==> src/hw/rtl/epr_pkg.sv <==
// Shared types and constants for the emulation prevention remover.
// No dependencies.
package epr_pkg;

  localparam logic [7:0] EprThree = 8'h03;
  localparam logic [1:0] EprRunMax = 2'd2;

  // Decision for one input byte: optional re-emitted 0x03, then optional byte.
  typedef struct packed {
    logic       rel_three;
    logic       emit_byte;
    logic [7:0] data;
    logic       last;
  } epr_res_t;

endpackage

==> src/hw/rtl/epr_unescape.sv <==
// Escape decision logic and zero-run / held-byte state.
// Depends on epr_pkg.
module epr_unescape (
  input  logic              clk_i,
  input  logic              rst_ni,
  input  logic              adv_i,
  input  logic [7:0]        data_i,
  input  logic              last_i,
  output epr_pkg::epr_res_t res_o
);
  import epr_pkg::*;

  logic [1:0] zero_run_q, zero_run_d;
  logic       held_q, held_d;
  logic       cand;

  always_comb begin
    cand           = (data_i == EprThree) && (zero_run_q == EprRunMax) && !last_i;
    res_o.rel_three = held_q && (data_i > EprThree);
    res_o.emit_byte = !cand;
    res_o.data      = data_i;
    res_o.last      = last_i;

    held_d = cand;
    if (last_i) begin
      zero_run_d = '0;
    end else if (data_i == 8'h00) begin
      zero_run_d = (zero_run_q == EprRunMax) ? zero_run_q : zero_run_q + 2'd1;
    end else begin
      zero_run_d = '0;
    end
  end

  always_ff @(posedge clk_i or negedge rst_ni) begin
    if (!rst_ni) begin
      zero_run_q <= '0;
      held_q     <= 1'b0;
    end else if (adv_i) begin
      zero_run_q <= zero_run_d;
      held_q     <= held_d;
    end
  end

endmodule

==> src/hw/rtl/epr_result.sv <==
// Result buffer: two output beats, so a released 0x03 and its byte fit at once.
// Depends on epr_pkg.
module epr_result (
  input  logic              clk_i,
  input  logic              rst_ni,
  input  logic              load_i,
  input  epr_pkg::epr_res_t res_i,
  output logic              free_o,
  output logic              out_valid_o,
  input  logic              out_stall_i,
  output logic [7:0]        out_byte_o,
  output logic              out_last_o
);
  import epr_pkg::*;

  typedef struct packed {
    logic [7:0] data;
    logic       last;
  } beat_t;

  beat_t      head_q, head_d, tail_q, tail_d;
  logic       head_vld_q, head_vld_d, tail_vld_q, tail_vld_d;
  beat_t      first_beat, byte_beat;
  logic [1:0] n_load;
  logic [1:0] n_keep;
  logic [2:0] n_after;
  logic       take;

  assign out_valid_o = head_vld_q;
  assign take        = head_vld_q && !out_stall_i;
  assign out_byte_o  = head_q.data;
  assign out_last_o  = head_q.last;

  assign n_load  = {1'b0, res_i.rel_three} + {1'b0, res_i.emit_byte};
  // beats still here once this cycle's head leaves
  assign n_keep  = {1'b0, head_vld_q} + {1'b0, tail_vld_q} - {1'b0, take};
  assign n_after = {1'b0, n_keep} + {1'b0, n_load};
  assign free_o  = (n_after <= 3'd2);

  assign byte_beat  = {res_i.data, res_i.last};
  assign first_beat = res_i.rel_three ? {EprThree, 1'b0} : byte_beat;

  always_comb begin
    head_d     = head_q;
    head_vld_d = head_vld_q;
    tail_d     = tail_q;
    tail_vld_d = tail_vld_q;
    if (take) begin
      head_d     = tail_q;
      head_vld_d = tail_vld_q;
      tail_vld_d = 1'b0;
    end
    if (load_i && (n_load != 2'd0)) begin
      if (!head_vld_d) begin
        head_d     = first_beat;
        head_vld_d = 1'b1;
      end else begin
        tail_d     = first_beat;
        tail_vld_d = 1'b1;
      end
      // released 0x03 sits at the head; load_i only comes with room for both
      if (res_i.rel_three) begin
        tail_d     = byte_beat;
        tail_vld_d = 1'b1;
      end
    end
  end

  always_ff @(posedge clk_i or negedge rst_ni) begin
    if (!rst_ni) begin
      head_vld_q <= 1'b0;
      tail_vld_q <= 1'b0;
    end else begin
      head_vld_q <= head_vld_d;
      tail_vld_q <= tail_vld_d;
    end
  end

  always_ff @(posedge clk_i) begin
    head_q <= head_d;
    tail_q <= tail_d;
  end

endmodule

==> src/hw/rtl/emulation_prevention_remover.sv <==
// Emulation prevention remover: EBSP byte stream in, RBSP byte stream out.
// Top level; depends on epr_pkg, epr_unescape and epr_result.
//
// Usage:
//   Input channel: one encapsulated byte per beat (data_byte_i, last_in_i
//   marking the packet's final byte), in_valid_i / in_stall_o.
//   Output channel: one raw byte per beat (out_byte_o, out_last_o),
//   out_valid_o / out_stall_i.
//   A 0x03 after two zeros is held until the next byte; it is dropped when
//   that byte is 0x00..0x03, otherwise sent just before it. A candidate that
//   ends the packet is passed as is. Zero run and held byte clear at packet end.
// Path: an accepted beat passes the input register, then the result register,
//   on its way to the output.
// Throughput: one input beat per cycle while out_stall_i is low. A beat that
//   releases a held 0x03 yields two output beats and the held beat before it
//   yields none; the two-beat result buffer absorbs the difference, so the
//   sustained rate stays one per cycle.
// Stall: while out_stall_i is high the result buffer holds its beats and
//   in_stall_o rises once the input beat's result no longer fits in it.
// Reset: rst_ni clears all pending beats, the zero run and the held byte.
module emulation_prevention_remover (
  input  logic       clk_i,
  input  logic       rst_ni,
  input  logic       in_valid_i,
  output logic       in_stall_o,
  input  logic [7:0] data_byte_i,
  input  logic       last_in_i,
  output logic       out_valid_o,
  input  logic       out_stall_i,
  output logic [7:0] out_byte_o,
  output logic       out_last_o
);
  import epr_pkg::*;

  logic       in_vld_q;
  logic [7:0] in_data_q;
  logic       in_last_q;
  logic       res_free;
  logic       adv;
  epr_res_t   res;

  assign adv        = in_vld_q && res_free;
  assign in_stall_o = in_vld_q && !res_free;

  always_ff @(posedge clk_i or negedge rst_ni) begin
    if (!rst_ni) begin
      in_vld_q <= 1'b0;
    end else if (!in_stall_o) begin
      in_vld_q <= in_valid_i;
    end
  end

  always_ff @(posedge clk_i) begin
    if (in_valid_i && !in_stall_o) begin
      in_data_q <= data_byte_i;
      in_last_q <= last_in_i;
    end
  end

  epr_unescape u_unescape (
    .clk_i  (clk_i),
    .rst_ni (rst_ni),
    .adv_i  (adv),
    .data_i (in_data_q),
    .last_i (in_last_q),
    .res_o  (res)
  );

  epr_result u_result (
    .clk_i       (clk_i),
    .rst_ni      (rst_ni),
    .load_i      (adv),
    .res_i       (res),
    .free_o      (res_free),
    .out_valid_o (out_valid_o),
    .out_stall_i (out_stall_i),
    .out_byte_o  (out_byte_o),
    .out_last_o  (out_last_o)
  );

endmodule

==> config.mk <==
export PLATFORM = sky130hd
export DESIGN_NAME = emulation_prevention_remover
export DESIGN_NICKNAME = d
export VERILOG_FILES = /design/src/hw/rtl/epr_pkg.sv /design/src/hw/rtl/epr_unescape.sv /design/src/hw/rtl/epr_result.sv /design/src/hw/rtl/emulation_prevention_remover.sv
export SDC_FILE = /design/constraint.sdc
export NUM_CORES = 1
export LEC_CHECK = 0
export BUFFER_PORTS_ARGS = -buffer_cell sky130_fd_sc_hd__buf_4
export CAP_MARGIN = 20
export CORE_ASPECT_RATIO = 1.4
export CORE_UTILIZATION = 55
export CTS_CLUSTER_DIAMETER = 50
export DETAILED_ROUTE_END_ITERATION = 16
export PLACE_DENSITY = 0.75
export SYNTH_ARGS = -nofsm -noshare
export SYNTH_HDL_FRONTEND = slang
export SYNTH_SLANG_ARGS = --single-unit
==> constraint.sdc <==
create_clock -name clk_i -period 5.05 [get_ports clk_i]
set_clock_uncertainty 0.15 [all_clocks]
set_input_delay 0.7575 -clock clk_i [delete_from_list [all_inputs] [get_ports clk_i]]
set_output_delay 0.7575 -clock clk_i [all_outputs]
set_load 0.05 [all_outputs]
==> flow_summary_export.csv, run 1 <==
group,metric,value,unit
run_status,status,"finished, final reports clean",
clocking,cts_tree,"done",
clocking,path_clk_slew,90,ps
logic_synthesis,synth_cells,117,
clocking,clockBufferDepth,2,
logic_synthesis,synth_top_family_by_area,"simple AND/OR/NAND/NOR gates",
clocking,cts_setup_buffers,0,
logic_synthesis,ys_ff_latch,33,
grt,antenna_found_initial,0,
logic_synthesis,avgSynthCellArea,12.77,sq um
run,maxCapViolations,0,
min_path,holdCritPathClass,"in2async",
layout,seq_area,870.8,sq um
floorplan,core_area,2587,sq um
drt,first_iter_violations,7,
floorplan,die-area,2931,sq um
layout,diodes,0,
power_and_ir_drop,power_density,639.9,nW/um^2
clocking,root_buffer,"clkbuf_4",
layout,fillers,223,
drt,dr.pass1.iters,4,
sta,min_period,4413,ps
sta,rsz0062_at_grt,"false",
grt,groute.usage.overall,0.1877,
logic_synthesis,synthArstFlopShare,0.1818,
clocking,cts_hold_buf,0,
logic_synthesis,syn_nets,136,
sta,finalCritPeriodShare,0.8738,
drt,vias,925,
sta,tightest_slew,926.4,ps
critical_path,cp_max_fo,4,
floorplan,dieHeight,63.67,um
sta,fmax,226.6,MHz
floorplan,ioPinCount,24,
place,portBuffers,23,
grt,grt_pass1_wl,3.808,mm
logic_synthesis,synth_adder_area_share,0.05528,
place,place.gp.congestion,0.8038,
power_and_ir_drop,irDropWorstVdd,0.4413,mV
drt,drt-total-wl,2.343,mm
critical_path,required,4140,ps
layout,layout_common_cells,"buf_4, edfxtp_1, mux2i_1",
place,hpwl,1.775,mm
layout,multi_input_area,548.0,sq um
critical_path,ff2ff_path_depth,10,
sta,setup_violations,0,
logic_synthesis,synth_edf_count,18,
clocking,cts_sinks,33,
floorplan,die_w,46.05,um
sta,final_max_slew_viol_count,0,
logic_synthesis,yosysSeqAreaShare,0.5829,
logic_synthesis,synthMuxAreaShare,0.1089,
sta,relSlewSlack,0.3824,
clocking,cts_resized,0,
clocking,numCtsBuffers,5,
floorplan,rows,22,
layout,nNetsFinal,156,
logic_synthesis,ys_warn_count,0,
floorplan,start_util,0.5774,
critical_path,worstSetupPathType,"reg2out",
logic_synthesis,synth_area,1494,sq um
critical_path,cp-end-kind,"output pin",
sta,tns,0,ps
logic_synthesis,synth-simple-area-share,0.1198,
logic_synthesis,ys.flop_type,"edfxtp_1",
logic_synthesis,synth_compound_area_frac,0.08291,
power_and_ir_drop,p_leak,0.7287,nW
place,dp_slack,959.0,ps
layout,final_common_cell,"buf_4",
drt,drc_errors,0,
critical_path,worstSetupStartpointType,"flop",
grt,grt.overflow.total,0,
drt,ant_nets,0,
grt,grt_pass1_vias,888,
drt,via_per_inst,5.316,
sta,setup_ws,637.1,ps
sta,final_hold_viol_count,0,
layout,final_layout_size_suffix_gt1_frac,0.2681,
critical_path,arrival,3510,ps
grt,grt_max_degree,11,
logic_synthesis,synthXorXnorAreaFrac,0,
clocking,htree_num_levels,2,
clocking,clk_latency,320,ps
drt,drt-wirelength-per-cell,13.47,um
layout,syn_to_final_growth,16.83,%
logic_synthesis,synth_cell_type_count,35,
-- metrics by stage --
stage          hold WS [ps]  cells  cell area, sq um  power (W)    util
6_report              71.27    174              1745   0.001117  0.6746
5_1_grt               48.64    174              1745   0.001181  0.6746
4_1_cts               57.77    174              1745   0.001126  0.6746
3_5_place_dp          321.6    166              1670  0.0009411  0.6456
3_3_place_gp          298.5    166              1670  0.0009280  0.6456
2_1_floorplan         311.9    117              1494  0.0008162       -
-- final timing paths --
kind / from / endpoint / slack, ps
setup / recovery: in_data_q[6] / in_stall_o / 640
hold / removal: rst_ni / u_unescape.held_q / 70
setup reg to reg: in_data_q[6] / u_result.tail_q[4] / 950
hold reg to reg: in_last_q / u_result.tail_q[0] / 330
max in group asynchronous: rst_ni / in_vld_q / 4550
min in group clk_i: in_last_q / u_result.tail_q[0] / 330
-- area by class of cell --
type / count / share of cell area
Timing Repair Buffer: 24 / 0.1032
Clock inverter: 2 / 0.01935
Tap cell: 36 / 0.02581
Clock buffer: 6 / 0.02366
Inverter: 7 / 0.01505
Multi-Input combinational cell: 66 / 0.3140
Sequential cell: 33 / 0.4989
-- layer usage --
layer | routed length (um) | vias to the layer above | global-route usage
met4 | 48 | 0 | 0.07721
met1 | 928 | 431 | 0.2137
met5 | 0 | - | 0
met3 | 133 | 6 | 0.06877
li1 | - | 457 | -
met2 | 1233 | 31 | 0.3046
-- cell families (layout without fill, tap and decap cells) --
logic type	after synthesis	in the layout
AOI/OAI and AO/OA	14	14
DFF	33	33
muxes	16	16
and+or+nand+nor	30	30
adders and majority gates	6	6
buffers and inverters	18	39
-- critical path, stage by stage, from the launching register on --
cell and delay [ps]:
edfxtp_1 420, or4_4 580, nor3_1 370, inv_1 80, ha_1 300, ha_1 170
inv_1 60, fa_1 430, nand2b_1 210, a21boi_0 300, buf_4 260
-- state kept, by name (all words and copies together) (netlist names) --
name / flops
u_result.tail_q: 9
in_data_q: 8
u_result.out_byte_o: 8
u_unescape.zero_run_q: 2
in_last_q: 1
in_vld_q: 1
u_result.out_last_o: 1
u_result.out_valid_o: 1
u_result.tail_vld_q: 1
u_unescape.held_q: 1
-- synth_stat cells (3+ instances only) --
library cell | instances | area [sq um]
ha_1 | 5 | 62.56
dfrtp_1 | 6 | 150.1
nor2_1 | 4 | 15.01
dfxtp_1 | 9 | 180.2
nor2b_1 | 3 | 18.77
and2_1 | 4 | 25.02
inv_1 | 6 | 22.52
edfxtp_1 | 18 | 540.5
a32oi_1 | 3 | 26.28
nand2_1 | 3 | 11.26
nand2b_1 | 6 | 37.54
mux2i_1 | 14 | 140.1
clkbuf_1 | 9 | 33.78
-- power by group --
| group | leakage [nW] | internal, W | switching (W) |
|---|---|---|---|
| combinational | 0.366 | 0.000177 | 0.000321 |
| clock | 0.0399 | 0.000103 | 0.0000810 |
| sequential | 0.323 | 0.000388 | 0.0000469 |
Note: power is estimated with default switching activity, not from simulation.
==> run 2: changes to the inputs <==
--- a/config.mk
+++ b/config.mk
@@ -6,12 +6,12 @@
 export NUM_CORES = 1
 export LEC_CHECK = 0
 export BUFFER_PORTS_ARGS = -buffer_cell sky130_fd_sc_hd__buf_4
-export CAP_MARGIN = 20
 export CORE_ASPECT_RATIO = 1.4
 export CORE_UTILIZATION = 55
 export CTS_CLUSTER_DIAMETER = 50
 export DETAILED_ROUTE_END_ITERATION = 16
 export PLACE_DENSITY = 0.75
+export RECOVER_POWER = 50
 export SYNTH_ARGS = -nofsm -noshare
 export SYNTH_HDL_FRONTEND = slang
 export SYNTH_SLANG_ARGS = --single-unit
==> run 2 against run 1 <==
Effect of this change:
- cell area decreased by 2.4%
- final cell count unchanged
- die area unchanged
- global-route usage unchanged
- fmax increased by 0.21%
- critical path type unchanged
- largest power group unchanged
- highest routed layer unchanged
==> flow_summary_export.csv, run 2 (same netlist as run 1, synthesis figures left out) <==
group,metric,value,unit
sta,fmax,227.1,MHz
floorplan,rows,22,
sta,final_max_slew_viol_count,0,
place,portBuffers,23,
drt,wl_met3,142,um
drt,wl_met2,1.232,mm
drt,via_per_inst,5.299,
clocking,root_buffer,"clkbuf_4",
clocking,clk_latency,330,ps
clocking,numCtsBuffers,5,
clocking,cts_tree,"done",
floorplan,core_area,2587,sq um
clocking,cts_sinks,33,
place,hpwl,1.775,mm
layout,regMostFlops,"u_result.tail_q",
sta,setup_ws,646.5,ps
layout,largest_reg_flops,9,
critical_path,worstSetupStartpointType,"flop",
layout,final_layout_size_suffix_gt1_frac,0.1884,
drt,vias,922,
sta,tns,0,ps
clocking,path_clk_slew,100,ps
drt,dr.pass1.iters,4,
grt,groute.usage.overall,0.1877,
layout,final_common_cell,"edfxtp_1",
floorplan,dieHeight,63.67,um
layout,seq_area,870.8,sq um
critical_path,cp-end-kind,"output pin",
drt,drc_errors,0,
critical_path,worstSetupPathType,"reg2out",
place,dp_slack,959.0,ps
sta,final_hold_viol_count,0,
grt,antenna_found_initial,0,
power_and_ir_drop,irDropWorstVdd,0.4417,mV
sta,relSlewSlack,0.3764,
layout,diodes,0,
drt,first_iter_violations,9,
sta,tightest_slew,935.4,ps
min_path,holdCritPathClass,"in2async",
sta,min_period,4403,ps
clocking,cts_setup_buffers,0,
floorplan,ioPinCount,24,
drt,drt-total-wl,2.353,mm
sta,setup_violations,0,
clocking,clockBufferDepth,2,
layout,nNetsFinal,156,
critical_path,cp_max_fo,4,
drt,drt-wirelength-per-cell,13.52,um
power_and_ir_drop,p_leak,0.6872,nW
layout,final_cells,174,
critical_path,required,4140,ps
clocking,htree_num_levels,2,
grt,grt.overflow.total,0,
drt,ant_nets,0,
floorplan,die_w,46.05,um
drt,top_layer,"met4",
drt,wl_met1,929,um
run,maxCapViolations,0,
place,place.gp.congestion,0.8038,
clocking,cts_resized,0,
floorplan,die-area,2931,sq um
layout,layout_common_cells,"edfxtp_1, mux2i_1, clkbuf_4",
grt,grt_pass1_wl,3.808,mm
power_and_ir_drop,power_density,634.5,nW/um^2
grt,grt_max_degree,11,
place,dp_cells,166,
layout,syn_to_final_growth,14.07,%
layout,postLayoutCoreUtil,0.6586,
critical_path,arrival,3500,ps
grt,grt_pass1_vias,888,
floorplan,start_util,0.5774,
clocking,cts_hold_buf,0,
layout,fillers,235,
sta,rsz0062_at_grt,"false",
run_status,status,"finished, final reports clean",
layout,multi_input_area,548.0,sq um
sta,finalCritPeriodShare,0.8720,
[run 2: worst paths after layout]
check                                     end          from  cells after the start  slack (ps)
min in group clk_i         u_result.tail_q[0]     in_last_q                      0         330
max in group asynchronous            in_vld_q        rst_ni                      1        4320
setup reg to reg           u_result.tail_q[6]  in_data_q[6]                     10         950
hold reg to reg            u_result.tail_q[0]     in_last_q                      0         330
setup / recovery                   in_stall_o  in_data_q[6]                     10         650
hold / removal              u_unescape.held_q        rst_ni                      1         150
[run 2: routing by layer]
layer	GRT usage	up-vias
met5	0	-
met4	0.07721	0
met3	0.06877	5
met2	0.3046	28
met1	0.2137	431
li1	-	458
[run 2: area by class of cell]
type | instances | area share
clock buffer | 6 | 0.02423
clock inverter | 2 | 0.01982
inverter | 7 | 0.01542
multi-input combinational | 66 | 0.3216
sequential | 33 | 0.5110
tap | 36 | 0.02643
timing repair buffer | 24 | 0.08150
[run 2: critical path, cell delays in order, from the launching register on]
cell      delay (ps)
edfxtp_1         420
or4_4            580
nor3_1           360
inv_1             80
ha_1             300
ha_1             170
inv_1             60
fa_1             430
nand2b_1         210
a21boi_0         300
buf_4            260
[run 2: power breakdown]
group | internal [W] | switching (W) | total, W
logic | 0.000141 | 0.000322 | 0.000463
clock network | 0.000103 | 0.0000818 | 0.000185
registers | 0.000388 | 0.0000458 | 0.000433
[run 2: through the flow]
step | cell area (sq um) | total power (W) | hold slack, ps
3_3_place_gp | 1670 | 0.0009280 | 298.5
6_report | 1704 | 0.001081 | 152.1
3_5_place_dp | 1670 | 0.0009411 | 321.6
2_1_floorplan | 1494 | 0.0008162 | 311.9
4_1_cts | 1745 | 0.001126 | 57.77
5_1_grt | 1704 | 0.001144 | 156.7
==> run 3: changes to the inputs <==
==> constraint.sdc (replaced) <==
create_clock -name clk_i -period 4.2 [get_ports clk_i]
set_clock_uncertainty 0.15 [all_clocks]
set_input_delay 0.63 -clock clk_i [delete_from_list [all_inputs] [get_ports clk_i]]
set_output_delay 0.63 -clock clk_i [all_outputs]
set_load 0.05 [all_outputs]
==> run 3 against run 2 <==
Effect of this change:
- critical endpoint unchanged
- final cell count up 2.9%
- via count up 3.1%
- sequential share of layout area down 1.7 points
- critical path depth unchanged
- setup slack worse by 480 ps
- combinational power up 28%
- routed wire length up 6.9%
- sequential power up 21%
- die area unchanged
- non-clock buffer count up 5
- first-iteration DRC count unchanged
- power up 24%
==> flow_summary_export.csv, run 3 (same netlist as run 1, synthesis figures left out) <==
group,metric,value,unit
critical_path,cp_common_cell,"ha_1",
critical_path,worstSetupStartpointType,"flop",
run,maxCapViolations,0,
place,portBuffers,23,
critical_path,cp-end-kind,"output pin",
layout,nNetsFinal,161,
floorplan,start_util,0.5774,
sta,rsz0062_at_grt,"false",
clocking,clk_latency,330,ps
grt,antenna_found_initial,0,
clocking,numCtsBuffers,5,
drt,via_per_inst,5.313,
drt,ant_nets,0,
place,placed_area,1685,sq um
layout,regMostFlops,"u_result.tail_q",
place,dp_cells,168,
grt,groute.usage.overall,0.2025,
floorplan,die-area,2931,sq um
grt,grt_pass1_vias,966,
clocking,cts_tree,"done",
drt,dr.pass1.iters,6,
sta,setup_violations,0,
sta,fmax,247.9,MHz
critical_path,required,3420,ps
grt,grt.overflow.total,0,
layout,final_layout_size_suffix_gt1_frac,0.2308,
power_and_ir_drop,irDropWorstVdd,0.4485,mV
layout,final_cells,179,
grt,grt_max_degree,11,
sta,final_max_slew_viol_count,0,
sta,final_hold_viol_count,0,
layout,syn_to_final_growth,18.09,%
grt,grt_pass1_wl,4.084,mm
critical_path,path_buf_inv,3,
place,hpwl,1.802,mm
critical_path,critPathTopFamily,"adder cells",
layout,final_common_cell,"edfxtp_1",
layout,diodes,0,
drt,drt-wirelength-per-cell,14.05,um
drt,first_iter_violations,9,
clocking,root_buffer,"clkbuf_4",
clocking,clockBufferDepth,2,
run_status,status,"finished, final reports clean",
floorplan,die_w,46.05,um
layout,layout_common_cells,"edfxtp_1, mux2i_1, clkbuf_4",
layout,postLayoutCoreUtil,0.6818,
critical_path,cp_max_fo,5,
drt,vias,951,
clocking,path_clk_slew,90,ps
critical_path,crit_slowest_cell,"or4_4",
sta,finalCritPeriodShare,0.9606,
critical_path,arrival,3250,ps
sta,relSlewSlack,0.6044,
layout,finish.instance_area,1764,sq um
drt,drc_errors,0,
sta,tightest_slew,596.0,ps
critical_path,worstSetupPathType,"reg2out",
min_path,holdCritPathClass,"in2reg",
drt,drt-total-wl,2.515,mm
place,place.gp.congestion,0.7907,
sta,min_period,4035,ps
power_and_ir_drop,power_density,760.1,nW/um^2
sta,tns,0,ps
floorplan,rows,22,
critical_path,cp_slowest_stage_delay,590,ps
floorplan,core_area,2587,sq um
critical_path,path_cells,"or4_4, o31ai_4, inv_2, ha_1, ha_1, inv_1, fa_1, nand2b_4, a21boi_2, buf_6",
clocking,htree_num_levels,2,
floorplan,ioPinCount,24,
power_and_ir_drop,p_leak,0.7183,nW
floorplan,dieHeight,63.67,um
layout,largest_reg_flops,9,
clocking,cts_sinks,33,
==> run 3: cell types whose count changed in the layout (fill, tap and decap cells not counted) <==
cell,before,now
dlygate4sd3_1,0,1
buf_4,4,7
nor3_1,2,1
a21boi_0,1,0
a21boi_2,0,1
nand2b_1,6,5
nand2b_4,0,1
nor3_2,0,1
buf_6,0,1
==> run 3: cell type report <==
| class | count | area [sq um] |
|---|---|---|
| repair buffers | 29 | 182.7 |
| flip-flops and latches | 33 | 870.8 |
| multi-input cells | 66 | 564.3 |
| clock inverters | 2 | 33.78 |
| inverters | 7 | 26.28 |
| well taps | 36 | 45.04 |
| clock buffers | 6 | 41.29 |
| fillers | 211 | 823.3 |
==> run 3: per-stage QoR <==
stage                     hold slack [ps]  setup WS (ps)  total power, W
after CTS                           309.1          4.465        0.001370
final                               344.1          165.3        0.001341
after detailed placement            294.3          313.3        0.001143
after global placement              291.9          476.9        0.001126
after global routing                319.7          10.61        0.001417
after floorplan                     184.4          104.2       0.0009824
==> run 3: repair_timing <==
action,CTS,global route
hold buffers,1,0
endpoints found under the hold margin,6,0
endpoints found under the setup margin,1,1
pin swaps,0,2
resized for setup,1,3
setup buffers,0,2
==> run 3: worst register-to-register path, cell delays in order (launching register included) <==
cell      delay (ps)
edfxtp_1         420
or4_4            590
o31ai_4          340
inv_2             70
ha_1             280
ha_1             130
inv_1             40
fa_1             510
nor2b_1           80
or4_1            750
a32o_1           300
==> run 3: final timing paths <==
kind	from	end	slack [ps]	depth (start not counted)
hold reg to reg	in_data_q[5]	u_result.tail_q[6]	350	0
setup / recovery	in_data_q[6]	in_stall_o	170	10
min in group asynchronous	rst_ni	u_result.tail_vld_q	550	2
hold / removal	data_byte_i[7]	in_data_q[7]	340	1
max in group asynchronous	rst_ni	in_vld_q	3070	2
setup reg to reg	in_data_q[6]	u_result.out_last_o	440	10
==> run 3: power breakdown <==
part           internal (W)  switching, W  total, W
registers          0.000465     0.0000596  0.000525
clock network      0.000124      0.000100  0.000224
logic              0.000196      0.000396  0.000592
total              0.000785      0.000556   0.00134
==> run 3: routing by layer <==
metal	vias up	wire [um]	GRT usage
met5	-	0	0
met4	0	65	0.09926
met3	8	129	0.06877
met2	30	1341	0.3433
met1	447	979	0.2101
li1	466	-	-
